`src/sv/wamf_pkg.sv`:
```
// ---------------------------------------------------------------------------
// Wall avoidance motion FSM: package
// Item, result, state and configuration types plus shared constants.
// ---------------------------------------------------------------------------
`default_nettype none

package wamf_pkg;

  localparam int NUM_FACES = 4;
  localparam int FACE_IDX_W = $clog2(NUM_FACES);
  localparam int TIME_W = 32;
  localparam int POWER_W = 10;
  localparam int CFG_IDX_W = 3;
  localparam int CFG_DATA_W = 32;

  // "wall" as four bytes, first byte in the top bits
  localparam logic [31:0] WALL_WORD = 32'h7761_6C6C;
  localparam logic [7:0] MIN_WALL_LEN = 8'd4;

  localparam logic OP_MSG = 1'b0;
  localparam logic OP_TICK = 1'b1;

  localparam logic [TIME_W-1:0] WALL_MEM_RESET = 32'd300;
  localparam logic [TIME_W-1:0] TURN_RESET = 32'd300;
  localparam logic [TIME_W-1:0] COMMIT_RESET = 32'd1000;
  localparam logic [POWER_W-1:0] HALF_POWER_RESET = 10'd512;

  typedef enum logic [1:0] {
    ACT_FWD    = 2'd0,
    ACT_LEFT   = 2'd1,
    ACT_RIGHT  = 2'd2,
    ACT_COMMIT = 2'd3
  } move_t;

  typedef enum logic [CFG_IDX_W-1:0] {
    REG_WALL_MEM    = 3'd0,
    REG_TURN        = 3'd1,
    REG_COMMIT      = 3'd2,
    REG_LEFT_POWER  = 3'd3,
    REG_LEFT_DIR    = 3'd4,
    REG_RIGHT_POWER = 3'd5,
    REG_RIGHT_DIR   = 3'd6,
    REG_HALF_POWER  = 3'd7
  } reg_idx_t;

  typedef struct packed {
    logic        op;
    logic [31:0] time_ms;
    logic [31:0] payload_head;
    logic [7:0]  payload_len;
    logic [2:0]  face;
    logic        random_bit;
  } item_t;

  typedef struct packed {
    logic [NUM_FACES-1:0] face_leds;
    move_t                action;
    logic [POWER_W-1:0]   left_power;
    logic                 left_dir;
    logic [POWER_W-1:0]   right_power;
    logic                 right_dir;
  } result_t;

  typedef struct packed {
    logic [TIME_W-1:0]  wall_memory_time;
    logic [TIME_W-1:0]  turn_time;
    logic [TIME_W-1:0]  commit_time;
    logic [POWER_W-1:0] left_cal_power;
    logic               left_cal_dir;
    logic [POWER_W-1:0] right_cal_power;
    logic               right_cal_dir;
    logic [POWER_W-1:0] half_power;
  } cfg_t;

  typedef struct packed {
    logic [NUM_FACES-1:0][TIME_W-1:0] last_seen;
    move_t                            act;
    logic [TIME_W-1:0]                deadline;
  } state_t;

endpackage

`default_nettype wire

```
`src/sv/wamf_decide.sv`:
```
// ---------------------------------------------------------------------------
// Wall avoidance motion FSM: decision logic
// Face stamping, wall activity, action choice and wheel drive for one item.
// ---------------------------------------------------------------------------
`default_nettype none

module wamf_decide (
  input  wamf_pkg::item_t   item,
  input  wamf_pkg::cfg_t    cfg,
  input  wamf_pkg::state_t  st,
  output wamf_pkg::state_t  st_next,
  output wamf_pkg::result_t res
);
  import wamf_pkg::*;

  logic                             stamp;
  logic [NUM_FACES-1:0][TIME_W-1:0] seen;
  logic [NUM_FACES-1:0][TIME_W-1:0] age;
  logic [NUM_FACES-1:0]             active;
  logic                             front, right, back, left;
  logic                             many;
  logic                             turning;
  logic                             pending;
  logic [TIME_W-1:0]                since_dl;
  move_t                            rnd_turn;
  move_t                            act_n;
  logic                             set_dl;
  logic [TIME_W-1:0]                addend;
  logic                             clear;

  always_comb begin
    stamp = (item.op == OP_MSG) && (item.payload_len >= MIN_WALL_LEN) &&
            (item.payload_head == WALL_WORD) && (item.face[2] == 1'b0);
    for (int f = 0; f < NUM_FACES; f++) begin
      seen[f] = (stamp && item.face[FACE_IDX_W-1:0] == FACE_IDX_W'(f)) ?
                item.time_ms : st.last_seen[f];
      age[f] = item.time_ms - seen[f];
      // zero stamp means never seen
      active[f] = (seen[f] != '0) && (age[f] <= cfg.wall_memory_time);
    end
  end

  assign front = active[0];
  assign right = active[1];
  assign back  = active[2];
  assign left  = active[3];
  assign many  = (front & right & back) | (front & right & left) |
                 (front & back & left) | (right & back & left);

  assign turning  = (st.act == ACT_LEFT) || (st.act == ACT_RIGHT);
  assign since_dl = item.time_ms - st.deadline;
  assign pending  = since_dl[TIME_W-1];
  assign rnd_turn = item.random_bit ? ACT_LEFT : ACT_RIGHT;

  always_comb begin
    act_n  = st.act;
    set_dl = 1'b0;
    addend = cfg.turn_time;
    clear  = 1'b0;
    if (item.op == OP_TICK && !(turning && pending)) begin
      if (many && st.act == ACT_FWD) begin
        act_n  = rnd_turn;
        set_dl = 1'b1;
      end else if (many && turning) begin
        // boxed in: long commit and forget every wall
        act_n  = ACT_COMMIT;
        set_dl = 1'b1;
        addend = {cfg.commit_time[TIME_W-2:0], 1'b0};
        clear  = 1'b1;
      end else if (many && pending) begin
        act_n = st.act;
      end else if (st.act == ACT_COMMIT && pending) begin
        if (front) begin
          act_n  = rnd_turn;
          set_dl = 1'b1;
        end
      end else if (turning) begin
        act_n  = ACT_COMMIT;
        set_dl = 1'b1;
        addend = cfg.commit_time;
      end else if (front) begin
        set_dl = 1'b1;
        if (left && !right) begin
          act_n = ACT_RIGHT;
        end else if (right && !left) begin
          act_n = ACT_LEFT;
        end else begin
          act_n = rnd_turn;
        end
      end else if (left && !right) begin
        act_n  = ACT_RIGHT;
        set_dl = 1'b1;
      end else if (right && !left) begin
        act_n  = ACT_LEFT;
        set_dl = 1'b1;
      end else begin
        act_n = ACT_FWD;
      end
    end
  end

  always_comb begin
    for (int f = 0; f < NUM_FACES; f++) begin
      st_next.last_seen[f] = clear ? '0 : seen[f];
    end
    st_next.act      = act_n;
    st_next.deadline = set_dl ? (item.time_ms + addend) : st.deadline;
  end

  always_comb begin
    res.face_leds   = active;
    res.action      = act_n;
    res.left_power  = cfg.left_cal_power;
    res.left_dir    = cfg.left_cal_dir;
    res.right_power = cfg.right_cal_power;
    res.right_dir   = cfg.right_cal_dir;
    case (act_n)
      ACT_LEFT: begin
        res.left_power  = cfg.half_power;
        res.right_power = cfg.half_power;
        res.left_dir    = ~cfg.left_cal_dir;
      end
      ACT_RIGHT: begin
        res.left_power  = cfg.half_power;
        res.right_power = cfg.half_power;
        res.right_dir   = ~cfg.right_cal_dir;
      end
      default: begin
        res.left_power = cfg.left_cal_power;
      end
    endcase
  end

endmodule

`default_nettype wire

```
`src/sv/wall_avoid_motion_fsm.sv`:
```
// ---------------------------------------------------------------------------
// Wall avoidance motion FSM
// Stamps wall messages per face and decides wheel drive on control ticks.
// ---------------------------------------------------------------------------
//  channel   handshake              payload
//  in        in_valid / in_stall    op time_ms payload_head payload_len face random_bit
//  out       out_valid / out_stall  face_leds action left_power left_dir right_power right_dir
//  cfg       cfg_write              cfg_index cfg_data
//
// One item per cycle while out_stall is low; an item passes the input register, then the result register.
// State is updated as an item leaves the input register, so the next item sees it.
// Reset clears face memory, action, deadline and restores register defaults.
// in_stall rises only when both registers hold items and out_stall is high.
`default_nettype none

module wall_avoid_motion_fsm (
  input  wire                             clk,
  input  wire                             rst,
  input  wire                             in_valid,
  output logic                            in_stall,
  input  wire                             op,
  input  wire  [31:0]                     time_ms,
  input  wire  [31:0]                     payload_head,
  input  wire  [7:0]                      payload_len,
  input  wire  [2:0]                      face,
  input  wire                             random_bit,
  output logic                            out_valid,
  input  wire                             out_stall,
  output logic [wamf_pkg::NUM_FACES-1:0]  face_leds,
  output logic [1:0]                      action,
  output logic [wamf_pkg::POWER_W-1:0]    left_power,
  output logic                            left_dir,
  output logic [wamf_pkg::POWER_W-1:0]    right_power,
  output logic                            right_dir,
  input  wire                             cfg_write,
  input  wire  [wamf_pkg::CFG_IDX_W-1:0]  cfg_index,
  input  wire  [wamf_pkg::CFG_DATA_W-1:0] cfg_data
);
  import wamf_pkg::*;

  logic    s1_valid;
  item_t   s1_item;
  logic    s1_go;
  logic    take;
  result_t res;
  result_t res_next;
  state_t  st;
  state_t  st_next;
  cfg_t    cfg;

  assign s1_go    = s1_valid && (!out_valid || !out_stall);
  assign in_stall = s1_valid && !s1_go;
  assign take     = in_valid && !in_stall;

  wamf_decide u_decide (
    .item    (s1_item),
    .cfg     (cfg),
    .st      (st),
    .st_next (st_next),
    .res     (res_next)
  );

  always_ff @(posedge clk) begin
    if (rst) begin
      s1_valid  <= 1'b0;
      out_valid <= 1'b0;
      st        <= '{last_seen: '0, act: ACT_FWD, deadline: '0};
    end else begin
      if (take) begin
        s1_valid <= 1'b1;
      end else if (s1_go) begin
        s1_valid <= 1'b0;
      end
      if (s1_go) begin
        out_valid <= 1'b1;
        st        <= st_next;
      end else if (!out_stall) begin
        out_valid <= 1'b0;
      end
    end
  end

  always_ff @(posedge clk) begin
    if (take) begin
      s1_item <= '{op: op, time_ms: time_ms, payload_head: payload_head,
                   payload_len: payload_len, face: face, random_bit: random_bit};
    end
    if (s1_go) begin
      res <= res_next;
    end
  end

  always_ff @(posedge clk) begin
    if (rst) begin
      cfg <= '{wall_memory_time: WALL_MEM_RESET, turn_time: TURN_RESET,
               commit_time: COMMIT_RESET, left_cal_power: '0, left_cal_dir: 1'b0,
               right_cal_power: '0, right_cal_dir: 1'b0,
               half_power: HALF_POWER_RESET};
    end else if (cfg_write) begin
      case (reg_idx_t'(cfg_index))
        REG_WALL_MEM:    cfg.wall_memory_time <= cfg_data[TIME_W-1:0];
        REG_TURN:        cfg.turn_time        <= cfg_data[TIME_W-1:0];
        REG_COMMIT:      cfg.commit_time      <= cfg_data[TIME_W-1:0];
        REG_LEFT_POWER:  cfg.left_cal_power   <= cfg_data[POWER_W-1:0];
        REG_LEFT_DIR:    cfg.left_cal_dir     <= cfg_data[0];
        REG_RIGHT_POWER: cfg.right_cal_power  <= cfg_data[POWER_W-1:0];
        REG_RIGHT_DIR:   cfg.right_cal_dir    <= cfg_data[0];
        REG_HALF_POWER:  cfg.half_power       <= cfg_data[POWER_W-1:0];
        default:         cfg.half_power       <= cfg.half_power;
      endcase
    end
  end

  assign face_leds   = res.face_leds;
  assign action      = res.action;
  assign left_power  = res.left_power;
  assign left_dir    = res.left_dir;
  assign right_power = res.right_power;
  assign right_dir   = res.right_dir;

endmodule

`default_nettype wire

```
`config.mk`:
```
export PLATFORM = sky130hd
export DESIGN_NAME = wall_avoid_motion_fsm
export DESIGN_NICKNAME = d
export VERILOG_FILES = /design/src/sv/wamf_pkg.sv /design/src/sv/wamf_decide.sv /design/src/sv/wall_avoid_motion_fsm.sv
export SDC_FILE = /design/constraint.sdc
export NUM_CORES = 1
export LEC_CHECK = 0
export ABC_AREA = 1
export BUFFER_PORTS_ARGS = -buffer_cell sky130_fd_sc_hd__buf_4
export CAP_MARGIN = 20
export CORE_ASPECT_RATIO = 1.75
export CORE_UTILIZATION = 40
export DETAILED_ROUTE_END_ITERATION = 10
export PLACE_DENSITY = 0.62
export SLEW_MARGIN = 15
export SYNTH_ARGS = -nofsm -noshare
export SYNTH_HDL_FRONTEND = slang
export SYNTH_HIERARCHICAL = 1
export SYNTH_SLANG_ARGS = --single-unit
```
`constraint.sdc`:
```
create_clock -name clk -period 14.91 [get_ports clk]
set_input_delay 3.7275 -clock clk [delete_from_list [all_inputs] [get_ports clk]]
set_output_delay 3.7275 -clock clk [all_outputs]
set_load 0.02 [all_outputs]
```
[After elaboration in Yosys (flattened, before gate mapping)]
Cells that the tools add are included.
Word-level totals
  register bits: 397
  bits in latches: 0
  RAM bits: 0
  bits in read-only memories: 0
  input port bits: 117
  output and inout port bits: 30
  word-level logic and storage cells: 167
  memories: 0
Cells by class
  add/sub/neg operators: 6
  multipliers: 0
  div/mod/pow operators: 0
  order comparisons: 5
  equal/unequal tests: 17
  shifts and indexed selects: 0
  multiplexer cells: 48
  bitwise logic cells: 14
  reduce and logical (&&, ||, !) cells: 49
Operator list (number)
  32-bit 2-to-1 mux: 14
  32-bit subtractor: 5
  32-bit less-or-equal comparator: 4
  32-bit nonzero test: 4
  32-bit adder: 1
  32-bit by 31-bit equality test with 1-bit output, second input constant: 1
  2-bit 2-to-1 mux: 12
  1-bit logical AND: 22
  1-bit 2-to-1 mux: 20
  10-bit 2-to-1 mux: 2
  2-bit AND reduction: 9
  3-bit equality test, second input constant: 4
  2-bit equality test, second input constant: 5
  8-bit by 3-bit greater-or-equal comparator with 1-bit output, second input constant: 1
  1-bit AND: 7
  1-bit logical NOT: 7
  2-bit by 1-bit equality test with 1-bit output, second input constant: 3
  3-bit by 2-bit equality test with 1-bit output, second input constant: 2
  2-bit logical NOT: 2
  1-bit NOT: 4
  3-bit by 1-bit equality test with 1-bit output, second input constant: 1
  3-bit logical NOT: 1
  1-bit bitwise OR: 3
  1-bit logical OR: 2
  other kinds (3): 3

[Longest topological paths before layout]
  depth in word-level cells: 23
  mapped depth: 73
  mapped depth without buffers: 72

[Hierarchy]
Netlist, hierarchy kept.
Modules (own cells, without submodules)
  wamf_decide: instances 1, cells each 2977, area an instance 16573.4 sq um, sequential area each 0.0 sq um
  wall_avoid_motion_fsm: instances 1, cells each 1547, area an instance 13894.6 sq um, sequential area each 8998.6 sq um

[Worst setup path before layout]
No wires, ideal clock.
  path kind: reg2reg
  start: register s1_item[19] in the netlist's numbering
  end: register, netlist name st[30]
  setup time: 0.116 ns
  arrival: 8.252 ns
  setup slack: 6.543 ns
  cell stages (with the launch flop): 64
  buffers on the path: 3
  period minus slack after synthesis: 8.367 ns
  path through: edfxtp_1 nor3_2 nand2_1 nor2_2 nand3_1 clkbuf_1 o21ai_0 inv_1 ha_1 a21oi_1 o21ai_1 a21oi_1 o21ai_1 a21boi_0 o21ai_1 a21boi_0 o21ai_1 a21oi_1 [... 28 more ...] nand3_1 nand2_1 nand3_1 nand2_1 nand3_1 nand2_1 nand2_1 nand2_1 nand2_1 o21ai_0 nand3_1 nand2_1 inv_1 o21ai_0 xor2_1 o21ai_1 o21ai_0 nor2_1
Between the ends
  cells in the longest elaborated chain, start to end: 20
  elaborated cells on any way between the ends: 60
Ends and longest elaborated chain
  from (decl): RTL line wall_avoid_motion_fsm.sv:42  | item_t s1_item;
  from (signal assigned): RTL line wall_avoid_motion_fsm.sv:85  | s1_item <= '{op: op, time_ms: time_ms, payload_head: payload_head,
  32-bit by 31-bit equality test with 1-bit output *: RTL line wamf_decide.sv:33  | (item.payload_head == WALL_WORD) && (item.face[2] == 1'b0);
  1-bit logical AND *: RTL line wamf_decide.sv:32  | stamp = (item.op == OP_MSG) && (item.payload_len >= MIN_WALL_LEN) &&
  1-bit logical AND *: RTL line wamf_decide.sv:33
  branches (longest 17 deep; another with 32-bit subtractor)
Every way passes the cells marked *.
A chain may end at the register's enable or synchronous reset.

[Worst setup path after layout]
  start: register s1_item[2] in the netlist's numbering
  end: register, netlist name st[30]
Between the ends
  cells in the longest elaborated chain, start to end: 18
  elaborated cells on any way between the ends: 61
Ends and longest elaborated chain
  branches (longest 18 deep; another with 32-bit subtractor)
Parallel ways; which one is timed is not known.

==> results.md <==
* Final hold viol count at 0
* I/O Buffers at 144
* WP data arrival at 12.52 ns
* Vias per cell at 5.27
* Hold Crit Class: reg2reg
* Clock-pin slew on the worst setup and hold paths at 0.07 ns
* First-iteration detailed-routing DRC count at 1625
* Met1 GRT Util at 0.279
* FMAX at 0.0831 GHz
* Yosys warns at 6
* Via Count at 29600
* Io pins at 147
* Max Cap Violations at 0
* Reg area at 8940 um2
* Met3 Resource Use GR at 0.0360
* Die Ht at 367 um
* Final Util at 0.446
* Most used cell along the critical path: nand2_1
* Power Dens Cells at 107 nW/um2
* Initial antenna violation count at 1
* First-pass GRT wire length at 161000 um
* M2 GR Usage at 0.498
* Grt total ovfl at 0
* Initial core utilization at 0.404
* # setup viols final at 0
* H-tree depth at 2
* LEAKAGE at 15.8 nW
* WL final at 106000 um
* Antenna Cells at 0
* CP required at 15.41 ns
* Max_slew headroom at 0.286
* Multi-input gate area at 18700 um2
* Die area at 77200 um2
* Critical path startpoint category: register
* Core ar. at 75200 um2
* Post-Syn Area per Cell at 6.72 um2
* Vias in the first global route at 28900
* # fillers at 8060
* CP Max Fanout at 61
* TritonRoute pass-1 iters at 6
* Worst skew pair latency at 0.62 ns
* Crit. End Element: register
* CTS buffer count at 40
* Max Buffers Root-to-Sink at 3
* Clock sink count at 395
* Maximum VDD drop at 109 uV
* Worst Tran Pin Value at 1.07 ns
* Final setup TNS at 0 ns
* Final min period at 12.03 ns
* Mapped Nets at 4958
* Unrepaired setup endpoints after global routing: false
* Layer with the highest usage: met2
* Final slew viol count at 0
* Remaining DRCs at 0
* P&R area growth vs syn at 10.3%
* Largest net degree at the start of global routing at 111
* Cell count after synthesis at 4522
* # resized after CTS at 0
* Cts hold-fix bufs at 0
* Clock Tree Root: clkbuf_16
* Status: finished, final reports clean
* DR WL/cell at 18.9 um
* Share of post-route cells with drive strength above 1 at 0.0680
* Die W at 210 um
* Slowest-stage cell, CP: inv_1
* Layout Nets at 5010
* CP max stage delay at 0.64 ns
* Kind of critical path: reg2reg
* DPL Wire Length at 78800 um
* Hold Slack at 0.474 ns
* Routability Congestion at 1.05
* Tot GR Track Use at 0.271
* Final Cycle Share at 0.807
* Num rows at 133
* Post-CTS setup buffer count at 0
* Post-Synthesis Cell Area at 30400 um2
* Clock skew at 0.0338 ns
* DRT antenna net count at 0
* CTS tree: built
worst max-delay path, delay by kind of cell (launching register included):
kind                     cells  cell delay, ns
AO/OA/AOI/OAI               17            4.11
XOR/XNOR                     2            0.26
adder cells (fa/ha/maj)      4            1.21
buffers and inverters        7            1.72
flip-flops                   1            0.54
AND/OR/NAND/NOR             32            4.02
registers in the layout, indices dropped and copies added, names as in the netlist:
register     count
left_dir         1
action           2
s1_valid         1
s1_item         75
face_leds        4
st             162
right_power     10
left_power      10
right_dir        1
cfg            128
out_valid        1
where the power goes:
part	internal, W	switching [W]	leakage [nW]
sequential	0.00117	0.0000553	3.39
combinational	0.000444	0.000801	11.8
clock	0.000634	0.000492	0.683
total	0.00225	0.00135	15.8
worst paths after layout:
path	from	end	slack [ns]	cells past startpoint
setup reg to reg	s1_item[2]	st[30]	2.88	62
hold reg to reg	cfg[40]	cfg[40]	0.47	2
setup / recovery	s1_item[2]	st[30]	2.88	62
hold / removal	cfg[40]	cfg[40]	0.47	2
layout by cell type (no fill, tap or decap), types with 10 or more instances in the layout:
cell type  count
a21oi_1      257
dfxtp_1      292
xnor2_1       56
o21ai_1      148
nand3_1      230
o21a_1        11
ha_1         315
o211a_1       30
nor2_1       866
o31ai_1       10
clkbuf_16     40
a31oi_1       20
nor2_2        11
o21ai_0      246
nor3_1        35
o221ai_1      11
xor2_1        89
nand4_1       52
inv_2         23
edfxtp_1     103
nor4_1        11
buf_4        175
a211oi_1      11
inv_1        475
nand2_1      957
metal layers:
layer / wire, um / share of wire
met1: 39300 / 0.37
met2: 53200 / 0.50
met3: 4880 / 0.046
met4: 8510 / 0.080
met5: 0 / 0
through the flow:
| step | area [um2] | instances | power (W) | setup WS, ns |
|---|---|---|---|---|
| 2_1_floorplan | 30400 | 4522 | 0.00214 | 6.54 |
| 3_3_place_gp | 32100 | 5544 | 0.00246 | 3.20 |
| 3_5_place_dp | 32100 | 5544 | 0.00247 | 3.09 |
| 4_1_cts | 33500 | 5618 | 0.00361 | 3.03 |
| 5_1_grt | 33500 | 5618 | 0.00381 | 1.88 |
| 6_report | 33500 | 5618 | 0.00360 | 2.88 |
cell type report:
| class | instances | share of cell area |
|---|---|---|
| clock inverter | 25 | 0.0113 |
| multi-input combinational | 3458 | 0.557 |
| clock buffer | 49 | 0.0312 |
| timing repair buffer | 175 | 0.0392 |
| inverter | 504 | 0.0568 |
| tap | 1012 | 0.0378 |
| sequential | 395 | 0.267 |
No activity file was read; power rests on OpenSTA's default activity.
